File: src/hw/rtl/b64c_pkg.sv
// Shared types, constants and alphabet functions for the base64 stream codec.
package b64c_pkg;

  localparam logic [7:0] PAD_CHAR = 8'h3D;

  localparam logic MODE_ENCODE = 1'b0;
  localparam logic MODE_DECODE = 1'b1;

  // One group's worth of results; bytes[0] goes out first.
  typedef struct packed {
    logic [3:0][7:0] bytes;
    logic [1:0]      last_idx;
    logic            last;
    logic            bad;
  } b64c_cmd_t;

  typedef struct packed {
    logic       push;
    b64c_cmd_t  cmd;
  } b64c_push_t;

  typedef struct packed {
    logic       known;
    logic [5:0] val;
  } b64c_sym_t;

  function automatic logic [7:0] sym_of(input logic [5:0] v);
    logic [7:0] r;
    if (v < 6'd26) begin
      r = 8'h41 + {2'b00, v};
    end else if (v < 6'd52) begin
      r = 8'h61 + {2'b00, v} - 8'd26;
    end else if (v < 6'd62) begin
      r = 8'h30 + {2'b00, v} - 8'd52;
    end else if (v == 6'd62) begin
      r = 8'h2B;
    end else begin
      r = 8'h2F;
    end
    return r;
  endfunction

  function automatic b64c_sym_t val_of(input logic [7:0] c);
    b64c_sym_t r;
    r = '0;
    if (c inside {[8'h41:8'h5A]}) begin
      r.known = 1'b1;
      r.val   = 6'(c - 8'h41);
    end else if (c inside {[8'h61:8'h7A]}) begin
      r.known = 1'b1;
      r.val   = 6'(c - 8'h61 + 8'd26);
    end else if (c inside {[8'h30:8'h39]}) begin
      r.known = 1'b1;
      r.val   = 6'(c - 8'h30 + 8'd52);
    end else if (c == 8'h2B) begin
      r.known = 1'b1;
      r.val   = 6'd62;
    end else if (c == 8'h2F) begin
      r.known = 1'b1;
      r.val   = 6'd63;
    end
    return r;
  endfunction

endpackage

File: src/hw/rtl/b64c_front.sv
// Front end: mode register, group assembly and result command generation.
module b64c_front import b64c_pkg::*; (
  input  logic       clk,
  input  logic       rst,
  input  logic       cfg_we,
  input  logic       cfg_mode,
  input  logic       accept,
  input  logic [7:0] data_byte,
  input  logic       last_in,
  output b64c_push_t push_out
);

  logic        mode;
  logic [23:0] group_bits;
  logic [1:0]  group_count;
  logic [1:0]  pad_seen;
  logic        error_seen;

  logic [23:0] group_bits_next;
  logic [1:0]  group_count_next;
  logic [1:0]  pad_seen_next;
  logic        error_seen_next;

  logic [23:0] g;
  logic [23:0] ins;
  logic [5:0]  v;
  b64c_sym_t   sv;
  logic        is_pad;
  logic [1:0]  pad_upd;
  logic        err_upd;
  logic [2:0]  n;

  always_comb begin
    group_bits_next  = group_bits;
    group_count_next = group_count;
    pad_seen_next    = pad_seen;
    error_seen_next  = error_seen;
    push_out         = '0;
    g       = group_bits;
    ins     = '0;
    v       = '0;
    sv      = val_of(data_byte);
    is_pad  = (data_byte == PAD_CHAR);
    pad_upd = pad_seen;
    err_upd = error_seen;
    n       = {1'b0, group_count} + 3'd1;

    if (mode == MODE_ENCODE) begin
      case (group_count)
        2'd0:    ins = {data_byte, 16'h0};
        2'd1:    ins = {8'h0, data_byte, 8'h0};
        2'd2:    ins = {16'h0, data_byte};
        default: ins = '0;
      endcase
      g = group_bits | ins;
      if (group_count == 2'd2 || last_in) begin
        push_out.push           = 1'b1;
        push_out.cmd.bytes[0]   = sym_of(g[23:18]);
        push_out.cmd.bytes[1]   = sym_of(g[17:12]);
        push_out.cmd.bytes[2]   = (n >= 3'd2) ? sym_of(g[11:6]) : PAD_CHAR;
        push_out.cmd.bytes[3]   = (n >= 3'd3) ? sym_of(g[5:0]) : PAD_CHAR;
        push_out.cmd.last_idx   = 2'd3;
        push_out.cmd.last       = last_in;
        push_out.cmd.bad        = 1'b0;
        group_bits_next  = '0;
        group_count_next = '0;
        pad_seen_next    = '0;
        error_seen_next  = 1'b0;
      end else begin
        group_bits_next  = g;
        group_count_next = group_count + 2'd1;
      end
    end else begin
      if (is_pad) begin
        v = '0;
        if (group_count >= 2'd2) begin
          pad_upd = pad_seen + 2'd1;
        end else begin
          err_upd = 1'b1;
        end
      end else begin
        v = sv.known ? sv.val : 6'd0;
        if (!sv.known || pad_seen != 2'd0) begin
          err_upd = 1'b1;
        end
      end
      case (group_count)
        2'd0:    ins = {v, 18'h0};
        2'd1:    ins = {6'h0, v, 12'h0};
        2'd2:    ins = {12'h0, v, 6'h0};
        default: ins = {18'h0, v};
      endcase
      g = group_bits | ins;
      if (group_count != 2'd3) begin
        if (last_in) begin
          push_out.push         = 1'b1;
          push_out.cmd.last_idx = 2'd0;
          push_out.cmd.last     = 1'b1;
          push_out.cmd.bad      = 1'b1;
          group_bits_next  = '0;
          group_count_next = '0;
          pad_seen_next    = '0;
          error_seen_next  = 1'b0;
        end else begin
          group_bits_next  = g;
          group_count_next = group_count + 2'd1;
          pad_seen_next    = pad_upd;
          error_seen_next  = err_upd;
        end
      end else begin
        push_out.push         = 1'b1;
        push_out.cmd.bytes[0] = g[23:16];
        push_out.cmd.bytes[1] = g[15:8];
        push_out.cmd.bytes[2] = g[7:0];
        push_out.cmd.last_idx = 2'd2 - pad_upd;
        push_out.cmd.last     = last_in;
        push_out.cmd.bad      = err_upd;
        group_bits_next  = '0;
        group_count_next = '0;
        pad_seen_next    = '0;
        error_seen_next  = last_in ? 1'b0 : err_upd;
      end
    end

    if (!accept) begin
      push_out.push    = 1'b0;
      group_bits_next  = group_bits;
      group_count_next = group_count;
      pad_seen_next    = pad_seen;
      error_seen_next  = error_seen;
    end
  end

  always_ff @(posedge clk) begin
    if (rst) begin
      mode        <= MODE_ENCODE;
      group_bits  <= '0;
      group_count <= '0;
      pad_seen    <= '0;
      error_seen  <= 1'b0;
    end else if (cfg_we) begin
      mode        <= cfg_mode;
      group_bits  <= '0;
      group_count <= '0;
      pad_seen    <= '0;
      error_seen  <= 1'b0;
    end else begin
      group_bits  <= group_bits_next;
      group_count <= group_count_next;
      pad_seen    <= pad_seen_next;
      error_seen  <= error_seen_next;
    end
  end

endmodule

File: src/hw/rtl/b64c_queue.sv
// Command queue between the front end and the output sequencer.
module b64c_queue import b64c_pkg::*; #(
  parameter int DEPTH = 2
) (
  input  logic       clk,
  input  logic       rst,
  input  b64c_push_t push_in,
  input  logic       pop,
  output b64c_cmd_t  head,
  output logic       empty,
  output logic       full
);

  localparam int PTR_W = (DEPTH > 1) ? $clog2(DEPTH) : 1;
  localparam int CNT_W = $clog2(DEPTH + 1);

  b64c_cmd_t        slots [DEPTH];
  logic [PTR_W-1:0] wr_ptr;
  logic [PTR_W-1:0] rd_ptr;
  logic [CNT_W-1:0] count;

  assign empty = (count == '0);
  assign full  = (count == CNT_W'(DEPTH));
  assign head  = slots[rd_ptr];

  always_ff @(posedge clk) begin
    if (push_in.push) begin
      slots[wr_ptr] <= push_in.cmd;
    end
  end

  always_ff @(posedge clk) begin
    if (rst) begin
      wr_ptr <= '0;
      rd_ptr <= '0;
      count  <= '0;
    end else begin
      if (push_in.push) begin
        wr_ptr <= (wr_ptr == PTR_W'(DEPTH - 1)) ? '0 : wr_ptr + 1'b1;
      end
      if (pop) begin
        rd_ptr <= (rd_ptr == PTR_W'(DEPTH - 1)) ? '0 : rd_ptr + 1'b1;
      end
      case ({push_in.push, pop})
        2'b10:   count <= count + 1'b1;
        2'b01:   count <= count - 1'b1;
        default: count <= count;
      endcase
    end
  end

endmodule

File: src/hw/rtl/b64c_back.sv
// Output sequencer: sends the results of each command, one per output transfer.
module b64c_back import b64c_pkg::*; (
  input  logic       clk,
  input  logic       rst,
  input  b64c_cmd_t  head,
  input  logic       empty,
  output logic       pop,
  output logic       out_valid,
  input  logic       out_stall,
  output logic [7:0] out_byte,
  output logic       out_last,
  output logic       bad_symbol
);

  b64c_cmd_t  cur;
  logic       cur_valid;
  logic [1:0] idx;
  logic       xfer;
  logic       done;

  assign xfer = cur_valid && !out_stall;
  assign done = xfer && (idx == cur.last_idx);
  assign pop  = !empty && (!cur_valid || done);

  assign out_valid  = cur_valid;
  assign out_byte   = cur.bytes[idx];
  assign out_last   = cur.last && (idx == cur.last_idx);
  assign bad_symbol = cur.bad;

  always_ff @(posedge clk) begin
    if (pop) begin
      cur <= head;
    end
  end

  always_ff @(posedge clk) begin
    if (rst) begin
      cur_valid <= 1'b0;
      idx       <= '0;
    end else if (pop) begin
      cur_valid <= 1'b1;
      idx       <= '0;
    end else if (done) begin
      cur_valid <= 1'b0;
      idx       <= '0;
    end else if (xfer) begin
      idx <= idx + 2'd1;
    end
  end

endmodule

File: src/hw/rtl/base64_stream_codec_core.sv
// Top level of the base64 stream codec.
//
// Input channel: in_valid / in_stall with data_byte and last_in. An item is
// taken at an edge with in_valid high and in_stall low. last_in closes a
// message. Output channel: out_valid / out_stall with out_byte, out_last and
// bad_symbol, one result per transfer.
// Config channel: cfg_valid / cfg_ready with mode (0 encode, 1 decode). A write
// also drops any partly built group; write it only while the block is idle.
// A completing item writes its group's command into the queue, and the output
// sequencer then loads it. Input is taken one item per cycle while the queue
// has room; the sequencer sends one result per cycle unless out_stall is high,
// so encoding is output bound and decoding takes one symbol per cycle.
// Reset clears the mode to encode, the group state, the queue and the output.
// While out_stall is high the current result holds; the queue (QUEUE_DEPTH
// groups) keeps absorbing, and in_stall rises when it is full.
module base64_stream_codec_core import b64c_pkg::*; #(
  parameter int QUEUE_DEPTH = 2
) (
  input  logic       clk,
  input  logic       rst,
  input  logic       in_valid,
  output logic       in_stall,
  input  logic [7:0] data_byte,
  input  logic       last_in,
  output logic       out_valid,
  input  logic       out_stall,
  output logic [7:0] out_byte,
  output logic       out_last,
  output logic       bad_symbol,
  input  logic       cfg_valid,
  output logic       cfg_ready,
  input  logic       mode
);

  b64c_push_t push;
  b64c_cmd_t  head;
  logic       empty;
  logic       full;
  logic       pop;
  logic       accept;

  assign cfg_ready = 1'b1;
  assign in_stall  = full;
  assign accept    = in_valid && !full;

  b64c_front u_front (
    .clk       (clk),
    .rst       (rst),
    .cfg_we    (cfg_valid && cfg_ready),
    .cfg_mode  (mode),
    .accept    (accept),
    .data_byte (data_byte),
    .last_in   (last_in),
    .push_out  (push)
  );

  b64c_queue #(
    .DEPTH (QUEUE_DEPTH)
  ) u_queue (
    .clk     (clk),
    .rst     (rst),
    .push_in (push),
    .pop     (pop),
    .head    (head),
    .empty   (empty),
    .full    (full)
  );

  b64c_back u_back (
    .clk        (clk),
    .rst        (rst),
    .head       (head),
    .empty      (empty),
    .pop        (pop),
    .out_valid  (out_valid),
    .out_stall  (out_stall),
    .out_byte   (out_byte),
    .out_last   (out_last),
    .bad_symbol (bad_symbol)
  );

endmodule

File: config.mk
export PLATFORM = sky130hd
export DESIGN_NAME = base64_stream_codec_core
export DESIGN_NICKNAME = d
export VERILOG_FILES = /design/src/hw/rtl/b64c_pkg.sv /design/src/hw/rtl/b64c_front.sv /design/src/hw/rtl/b64c_queue.sv /design/src/hw/rtl/b64c_back.sv /design/src/hw/rtl/base64_stream_codec_core.sv
export SDC_FILE = /design/constraint.sdc
export NUM_CORES = 1
export LEC_CHECK = 0
export ABC_AREA = 1
export BUFFER_PORTS_ARGS = -buffer_cell sky130_fd_sc_hd__buf_2
export CAP_MARGIN = 40
export CORE_MARGIN = 10
export CORE_UTILIZATION = 45
export DETAILED_ROUTE_END_ITERATION = 10
export SLEW_MARGIN = 10
export SYNTH_ARGS = -nofsm -noshare
export SYNTH_HDL_FRONTEND = slang
export SYNTH_SLANG_ARGS = --single-unit
File: constraint.sdc
create_clock -name clk -period 5.9 [get_ports clk]
set_input_delay 0.295 -clock clk [delete_from_list [all_inputs] [get_ports clk]]
set_output_delay 0.295 -clock clk [all_outputs]
set_load 0.02 [all_outputs]
==> results of run 1 <==
[registers in the layout, indices dropped and copies added (netlist names)]
| name | flops |
|---|---|
| u_back.bad_symbol | 1 |
| u_back.cur | 35 |
| u_back.idx | 2 |
| u_back.out_valid | 1 |
| u_front.error_seen | 1 |
| u_front.group_bits | 24 |
| u_front.group_count | 2 |
| u_front.mode | 1 |
| u_front.pad_seen | 2 |
| u_queue.count | 2 |
| u_queue.rd_ptr | 1 |
| u_queue.slots | 72 |
| u_queue.wr_ptr | 1 |
[cell type report]
class                   instances  area (um2)
clock buffers                  20       446.7
flip-flops and latches        145        3984
inverters                     121       454.2
well taps                     270       337.8
multi-input cells             858        4619
clock inverters                12       145.1
fillers                      1923       10010
repair buffers                 36       234.0
[metrics by stage]
step | hold slack [ns] | utilization | worst slack [ns] | std cells
global placement | 0.4495 | 0.4730 | 2.530 | 1426
global route | 0.1212 | 0.5051 | 2.215 | 1462
detailed placement | 0.4622 | 0.4759 | 2.636 | 1430
finish | 0.1107 | 0.5051 | 2.533 | 1462
CTS | 0.09905 | 0.5051 | 2.615 | 1462
floorplan | 0.3641 | - | 2.462 | 1165
[worst register-to-register path, delay by kind of cell (launching register included)]
family                     cells  cell delay [ns]
and+or+nand+nor                2             0.54
AOI/OAI and AO/OA              4             0.79
DFF                            1             0.35
adders and majority gates      2             0.70
buffers and inverters          4             0.69
[worst min-delay path by stage]
| stage | from | end | slack [ns] |
|---|---|---|---|
| 2_1_floorplan | rst | u_back.out_valid | 0.36 |
| 3_3_place_gp | u_queue.count[1] | u_queue.count[1] | 0.45 |
| 3_5_place_dp | u_queue.count[1] | u_queue.count[1] | 0.46 |
| 4_1_cts | rst | u_back.out_valid | 0.1 |
| 5_1_grt | rst | u_back.out_valid | 0.12 |
| 6_report | mode | u_front.mode | 0.11 |
[power by group]
group | internal [uW] | switching [uW]
clock | 643 | 448
sequential | 1400 | 86.4
combinational | 330 | 820
[cells in the final DEF, fill, tap and decap left out, types with 3 or more instances in the layout]
master      count
dfxtp_1        37
nand4_1        25
inv_2          15
nor2_4          4
nor2_2          5
clkinvlp_4      4
ha_1           55
o22ai_1         8
inv_6           5
inv_1         106
nand2_1       325
o21ai_1        12
o21ai_4         4
buf_4           7
edfxtp_1      108
xnor2_1         7
nand3b_1        6
clkbuf_16      17
o31ai_1         3
nor2_1         76
xor2_1         16
a21oi_2         9
o21ai_2         5
nor3_1          8
nand3_1        61
nand2_2         6
a21oi_1       101
o21ai_0        81
o211ai_1        8
buf_2          26
a31oi_1         7
or2_2           5
a211oi_1        4
[cells by family (layout without fill, tap and decap cells)]
logic type               Yosys count  count (layout)  synth area share
AND/OR/NAND/NOR                  530             530            0.2439
AO/OA/AOI/OAI                    249             249            0.1571
buffers and inverters            162             189           0.07122
flip-flops                       145             145            0.4311
adder cells (fa/ha/maj)           55              55           0.07448
XOR/XNOR                          23              23           0.02180
other                              1               1         0.0004058
[routing by layer]
metal / vias up / track usage / routed length (um)
li1: 3967 / - / -
met1: 3665 / 0.2586 / 11740
met2: 218 / 0.2912 / 11290
met3: 23 / 0.02416 / 1048
met4: 0 / 0.05574 / 299
met5: - / 0 / 0
==> metrics, run 1 <==
status complete, no violations; peak supply drop 0.1730 mV; HP Class in2reg; final wirelength 24380 um; Clock Skew 0.009490 ns; Mapped Avg Cell Area 7.931 um2; num ports 28; maximum capacitance violations 0; leakage 0.004276 uW; first-pass GRT wire length 39410 um; Yosys cell types 47; Crit path depth 12; Worst Reg2Reg Path Length in Cells 12; Worst slew margin 0.4062; remaining global-route overflow 0; Critical path destination u_queue.slots[0][10]; cts repair resizes 0; unrepaired setup endpoints after global routing no; Synth Instances 1165; CP startpoint u_front.group_count[0]; GRT Resource Usage Total 0.1848; Routed Antenna Nets 0; antenna cell count 0; Final setup viols 0; Main synth FF type edfxtp_1; sequential share of the synthesized area 0.4311; Worst-path clk slew 0.07 ns; crit path cell chain inv_1 -> ha_1 -> inv_1 -> o21ai_2 -> ha_1 -> inv_1 -> nor2_1 -> inv_1 -> nor2_1 -> o21ai_0 -> o311ai_0 -> o21ai_0; FMAX 297.0 MHz; Starting Density 0.4567; GPL Wtd Cong 0.9187; syn nets 1235; initial DRC count 644; IO Port Bufs 26; final hold violation count 0; list of most frequent post-synthesis cells 325 x nand2_1, 108 x edfxtp_1, 106 x inv_1; number of hold buffers added after CTS 0; post-route setup TNS 0 ns; Layout Nets 1249; clk buf depth 2; setup slack, reg-to-reg 2.53 ns; slowest cell delay on critical path 0.46 ns; Skew-Pair Late Insertion Delay 0.42 ns; post-layout min period 3.367 ns; share of the synthesized area in the top cell type 0.3510; Pre-antenna DRT Iters 5; routed len/inst 16.67 um; reg-to-reg startpoint u_front.group_count[0]; Area after DPL 9629 um2; crit end category flop; vias per cell 5.385; Synth Register Bits 145; Non-Filler Cell Area, Final 10220 um2; DR vias 7873; core area 20230 um2; postcts setup bufs 0; synth top area cells edfxtp_1 35%, nand2_1 13%, dfxtp_1 8.0%, ha_1 7.4%, a21oi_1 5.5%; Final period util 0.5706; Crit path top cell by count inv_1; crit path launch type flop; reg2reg end u_queue.slots[0][10]; Root Buffer clkbuf_16; Pwr Total 3726 uW; DRC Markers 0; Num Clock Sinks 145; pin count of the biggest net entering global routing 38; EDFF count, synth 108; Max Transition Viols Final 0; CP max-delay cell ha_1; Final HPWL DP 17790 um; H-tree depth 4; DIE WIDTH 163.3 um; post-synthesis cell area 9240 um2; Die Y-Extent 163.3 um; most frequent cell after synthesis nand2_1; Worst path top cell family by delay compound AO/OA/AOI/OAI gates; Crit Path Class reg2reg; Slew @ Worst Pin 0.8882 ns; WP data arrival 3.49 ns; vias in the first global route 7442; WHS Path Cells 3; Critical Path RT 6.02 ns; CTS buffer count 17; PwrDens 364.5 nW/um2; leading area contributor after synthesis edfxtp_1; CP Max Fanout 10; asr flop ratio synth 0; Ys Warns 0; Area Overhead vs Synth 10.62%; Placement Rows 52; initial antenna violation count 0; die area 26670 um2; share of post-route cells with drive strength above 1 0.1049; TritonCTS clock tree yes; buffers plus inverters on the worst setup path 4
(Power assumes the default switching activity.)
==> run 2: changes to the inputs <==
Clock period 5.9 ns to 3.4 ns, I/O delays scaled along.
==> metrics, run 2 (synthesis gave the netlist of run 1 again) <==
unrepaired setup endpoints after global routing no (unchanged); Slew @ Worst Pin 0.8126 ns (was 0.8882 ns); Final HPWL DP 17930 um (was 17790 um); commonest non-fill, non-tap cell in the layout nand2_1 (unchanged); reg-to-reg startpoint u_front.group_count[1] (was u_front.group_count[0]); Skew-Pair Late Insertion Delay 0.43 ns (was 0.42 ns); Pwr Total 6350 uW (was 3726 uW); Routed Antenna Nets 0 (unchanged); final wirelength 24440 um (was 24380 um); max reg flops 72 (unchanged); clk buf depth 2 (unchanged); Worst Reg2Reg Path Length in Cells 13 (was 12); Num Clock Sinks 145 (unchanged); commonest non-fill, non-tap cells in the layout 325 x nand2_1, 108 x edfxtp_1, 106 x inv_1 (unchanged); Final period util 0.9342 (was 0.5706); reg2reg end u_queue.slots[1][10] (was u_queue.slots[0][10]); initial DRC count 692 (was 644); GPL Wtd Cong 0.9305 (was 0.9187); vias per cell 5.260 (was 5.385); Crit Path Class reg2reg (unchanged); initial antenna violation count 0 (unchanged); met1 usage 0.2553 (was 0.2586); WP data arrival 3.32 ns (was 3.49 ns); die area 26670 um2 (unchanged); DR vias 7780 (was 7873); Area Overhead vs Synth 11.47% (was 10.62%); antenna cell count 0 (unchanged); FMAX 314.8 MHz (was 297.0 MHz); TritonCTS clock tree yes (unchanged); GR Util met2 0.2855 (was 0.2912); Pre-antenna DRT Iters 5 (unchanged); Area after DPL 9703 um2 (was 9629 um2); met3 usage 0.02441 (was 0.02416); Root Buffer clkbuf_16 (unchanged); H-tree depth 4 (unchanged); fillers 1946 (was 1923); Clock Skew 0.01775 ns (was 0.009490 ns); gr busiest metal met2 (unchanged); DRC Markers 0 (unchanged); crit path launch type flop (unchanged); postcts setup bufs 0 (unchanged); peak supply drop 0.3399 mV (was 0.1730 mV); CP startpoint u_front.group_count[1] (was u_front.group_count[0]); HP Class in2reg (unchanged); Layout Nets 1266 (was 1249); remaining global-route overflow 0 (unchanged); Worst slew margin 0.4577 (was 0.4062); Critical path destination u_queue.slots[1][10] (was u_queue.slots[0][10]); CP Max Fanout 11 (was 10); Max Transition Viols Final 0 (unchanged); post-layout min period 3.176 ns (was 3.367 ns); DIE WIDTH 163.3 um (unchanged); Critical Path RT 3.54 ns (was 6.02 ns); leakage 0.004336 uW (was 0.004276 uW); share of post-route cells with drive strength above 1 0.1158 (was 0.1049); maximum capacitance violations 0 (unchanged); IO Port Bufs 26 (unchanged); num ports 28 (unchanged); final hold violation count 0 (unchanged); post-route setup TNS 0 ns (unchanged); core area 20230 um2 (unchanged); Largest Register u_queue.slots (unchanged); Final setup viols 0 (unchanged); PwrDens 616.5 nW/um2 (was 364.5 nW/um2); Placement Rows 52 (unchanged); Starting Density 0.4567 (unchanged); first-pass GRT wire length 38870 um (was 39410 um); CTS buffer count 17 (unchanged); Die Y-Extent 163.3 um (unchanged); top flop regs u_queue.slots: 72 flops, u_back.cur: 35 flops, u_front.group_bits: 24 flops (unchanged); crit end category flop (unchanged); setup slack, reg-to-reg 0.22 ns (was 2.53 ns); GRT Resource Usage Total 0.1830 (was 0.1848); vias in the first global route 7170 (was 7442); status complete, no violations (unchanged); pin count of the biggest net entering global routing 38 (unchanged); routed len/inst 16.52 um (was 16.67 um); Non-Filler Cell Area, Final 10300 um2 (was 10220 um2); Worst-path clk slew 0.07 ns (about the same)
[run 2: report_power, final]
| part | switching (uW) | internal [uW] | leakage (uW) |
|---|---|---|---|
| combinational | 1450 | 595 | 0.00276 |
| sequential | 142 | 2430 | 0.00132 |
| clock | 788 | 954 | 0.000258 |
| total | 2380 | 3970 | 0.00434 |
[run 2: layout make-up]
type / instances / area, um2 / share of cell area
clock buffer: 18 / 429.2 / 0.04167
clock inverter: 14 / 118.9 / 0.01154
inverter: 121 / 454.2 / 0.04410
multi-input combinational: 858 / 4636 / 0.4501
sequential: 145 / 3984 / 0.3868
tap: 270 / 337.8 / 0.03280
timing repair buffer: 53 / 340.3 / 0.03304
[run 2: worst max-delay path, cell delays in order, from the launching register on]
cell      delay [ns]
dfxtp_1         0.35
inv_1           0.12
ha_1            0.59
inv_1           0.33
o21ai_2         0.38
ha_1            0.23
nand2_1         0.05
nand2_1         0.07
a31oi_1         0.04
buf_4           0.18
nor2_1          0.15
o21ai_0         0.12
o311ai_0        0.10
o21ai_0         0.18
[run 2: metal layers]
metal  vias to the layer above  routed length (um)  part of all wire
li1                       3987                   -                 -
met1                      3572               11780              0.48
met2                       191               11070              0.45
met4                         0                 443             0.018
met5                         -                   0                 0
met3                        30                1135             0.046
[run 2: worst min-delay path by stage]
stage	from	endpoint	slack, ns	cells past startpoint
global route	last_in	u_queue.slots[0][1]	0.03	1
CTS	last_in	u_queue.slots[0][1]	0.008	1
floorplan	rst	u_back.out_valid	0.24	1
global placement	mode	u_front.mode	0.42	3
detailed placement	mode	u_front.mode	0.40	3
finish	last_in	u_queue.slots[0][1]	0.02	1
[run 2: repair_timing]
item	in CTS	in global routing
hold buffers	3	0
endpoints found under the setup margin	0	2
endpoints found under the hold margin	3	0
resized for setup	0	3
[run 2: metrics by stage]
step           cells    util  hold WS [ns]  setup WS [ns]
4_1_cts         1479  0.5081      0.008263         0.2753
6_report        1479  0.5090       0.02093         0.2236
3_3_place_gp    1444  0.4795        0.4240         0.3281
5_1_grt         1479  0.5090       0.02948      0.0002256
2_1_floorplan   1165       -        0.2391         0.5566
3_5_place_dp    1444  0.4795        0.3989         0.2946
==> run 3: changes to the inputs <==
Clock period 3.4 ns to 3.3 ns, I/O delays scaled along.
==> metrics, run 3 (synthesis gave the netlist of run 1 again) <==
status complete, no violations (unchanged); CP Max Fanout 12 (was 11); initial DRC count 647 (was 692); die area 26670 um2 (unchanged); TritonCTS clock tree yes (unchanged); DIE WIDTH 163.3 um (unchanged); post-route setup TNS 0 ns (unchanged); count of non-filler cells in the finished layout 1479 (unchanged); Crit Path Class reg2reg (unchanged); DRC Markers 0 (unchanged); max reg flops 72 (unchanged); Placement Rows 52 (unchanged); core area 20230 um2 (unchanged); crit path launch type flop (unchanged); postcts setup bufs 0 (unchanged); Crit path top cell by count inv_1; GPL Wtd Cong 0.9454 (was 0.9305); clk buf depth 2 (unchanged); first-pass GRT wire length 39700 um (was 38870 um); buffers plus inverters on the worst setup path 3 (unchanged); unrepaired setup endpoints after global routing no (unchanged); Hold EP u_queue.slots[1][1] (was u_queue.slots[0][1]); FMAX 333.4 MHz (was 314.8 MHz); top flop regs u_queue.slots: 72 flops, u_back.cur: 35 flops, u_front.group_bits: 24 flops (unchanged); pin count of the biggest net entering global routing 38 (unchanged); Clock Skew 0.01435 ns (was 0.01775 ns); final hold violation count 0 (unchanged); vias in the first global route 7284 (was 7170); IO Port Bufs 26 (unchanged); Worst Reg2Reg Path Length in Cells 10 (was 13); Root Buffer clkbuf_16 (unchanged); Pre-antenna DRT Iters 5 (unchanged); peak supply drop 0.3537 mV (was 0.3399 mV); Worst Setup Slack, final 0.3004 ns (was 0.2236 ns); crit end category flop (unchanged); num ports 28 (unchanged); DP Worst Slack 0.2698 ns (was 0.2946 ns); CTS buffer count 17 (unchanged); Area Overhead vs Synth 11.79% (was 11.47%); Routed Antenna Nets 0 (unchanged); routed len/inst 16.53 um (was 16.52 um); final wirelength 24450 um (was 24440 um); CP max-delay cell a2111oi_1 (was ha_1); commonest non-fill, non-tap cells in the layout 325 x nand2_1, 108 x edfxtp_1, 106 x inv_1 (unchanged); share of post-route cells with drive strength above 1 0.1183 (was 0.1158); Final period util 0.9090 (was 0.9342); Final Core Density 0.5105 (was 0.5090); CP startpoint u_front.group_count[0] (was u_front.group_count[1]); dpl cells 1443 (was 1444); Die Y-Extent 163.3 um (unchanged); H-tree depth 4 (unchanged); setup slack, reg-to-reg 0.30 ns (was 0.22 ns); Largest Register u_queue.slots (unchanged); WP data arrival 3.15 ns (was 3.32 ns); Critical Path RT 3.45 ns (was 3.54 ns); maximum capacitance violations 0 (unchanged); reg-to-reg startpoint u_front.group_count[0] (was u_front.group_count[1]); Skew-Pair Late Insertion Delay 0.42 ns (was 0.43 ns); GRT Resource Usage Total 0.1863 (was 0.1830); antenna cell count 0 (unchanged); Worst-path clk slew 0.06 ns (was 0.07 ns); slowest cell delay on critical path 0.53 ns (was 0.59 ns); Slew @ Worst Pin 0.8201 ns (was 0.8126 ns); Max Transition Viols Final 0 (unchanged); WHS Path Cells 1 (unchanged); post-layout min period 3.000 ns (was 3.176 ns); Final HPWL DP 17930 um (about the same); leakage 0.004338 uW (was 0.004336 uW); commonest non-fill, non-tap cell in the layout nand2_1 (unchanged); Worst path top cell family by delay compound AO/OA/AOI/OAI gates (unchanged); Final setup viols 0 (unchanged); Worst slew margin 0.4527 (was 0.4577); Num Clock Sinks 145 (unchanged); Layout Nets 1266 (unchanged); Min-Delay Startpoint last_in (unchanged); reg2reg end u_queue.slots[0][35] (was u_queue.slots[1][10]); HP Class in2reg (unchanged); Starting Density 0.4567 (unchanged); initial antenna violation count 0 (unchanged); DR vias 7952 (was 7780); vias per cell 5.377 (was 5.260); PwrDens 630.6 nW/um2 (was 616.5 nW/um2); crit path cell chain inv_1 -> ha_1 -> a21oi_2 -> inv_1 -> ha_1 -> nand2_1 -> nor2_1 -> inv_1 -> nand3b_1 -> a2111oi_1 (was inv_1 -> ha_1 -> inv_1 -> o21ai_2 -> ha_1 -> nand2_1 -> nand2_1 -> a31oi_1 -> buf_4 -> nor2_1 -> o21ai_0 -> o311ai_0 -> o21ai_0); remaining global-route overflow 0 (unchanged)
-- run 3: per-stage QoR --
stage / cell area (um2) / hold slack, ns / power, uW
2_1_floorplan: 9245 / 0.2341 / 4099
3_3_place_gp: 9708 / 0.4233 / 4771
3_5_place_dp: 9708 / 0.4039 / 4770
4_1_cts: 10300 / 0.009135 / 6563
5_1_grt: 10330 / 0.02445 / 6951
6_report: 10330 / 0.02668 / 6514
-- run 3: worst max path at each step --
stage                           endpoint  slack [ns]  cells after the start
finish              u_queue.slots[0][35]        0.30                     10
global route        u_queue.slots[1][28]        0.03                     13
CTS                 u_queue.slots[0][35]        0.20                     10
detailed placement  u_queue.slots[0][16]        0.27                     13
global placement    u_queue.slots[1][35]        0.24                     10
floorplan            u_queue.slots[1][0]        0.46                     11
-- run 3: routing by layer --
metal / part of all wire / global-route usage / up-vias / wire [um]
met3: 0.052 / 0.02265 / 39 / 1283
met5: 0 / 0 / - / 0
met2: 0.45 / 0.2901 / 263 / 11090
li1: - / - / 3980 / -
met1: 0.47 / 0.2627 / 3670 / 11570
met4: 0.021 / 0.06107 / 0 / 504
-- run 3: cell type report --
type	count	area, um2
timing repair buffer	53	355.3
inverter	121	454.2
multi-input combinational	858	4648
sequential	145	3984
clock buffer	17	425.4
fill	1958	9905
clock inverter	15	125.1
tap	270	337.8
-- run 3: repair_timing --
action	4_1_cts	5_1_grt
hold buffers	4	0
hold endpoints to repair	3	0
resized for setup	0	8
endpoints found under the setup margin	0	18
-- run 3: where the power goes --
group	internal [uW]	switching, uW	total (uW)
registers	2500	142	2640
clock network	980	802	1780
logic	615	1480	2090
total	4090	2420	6510
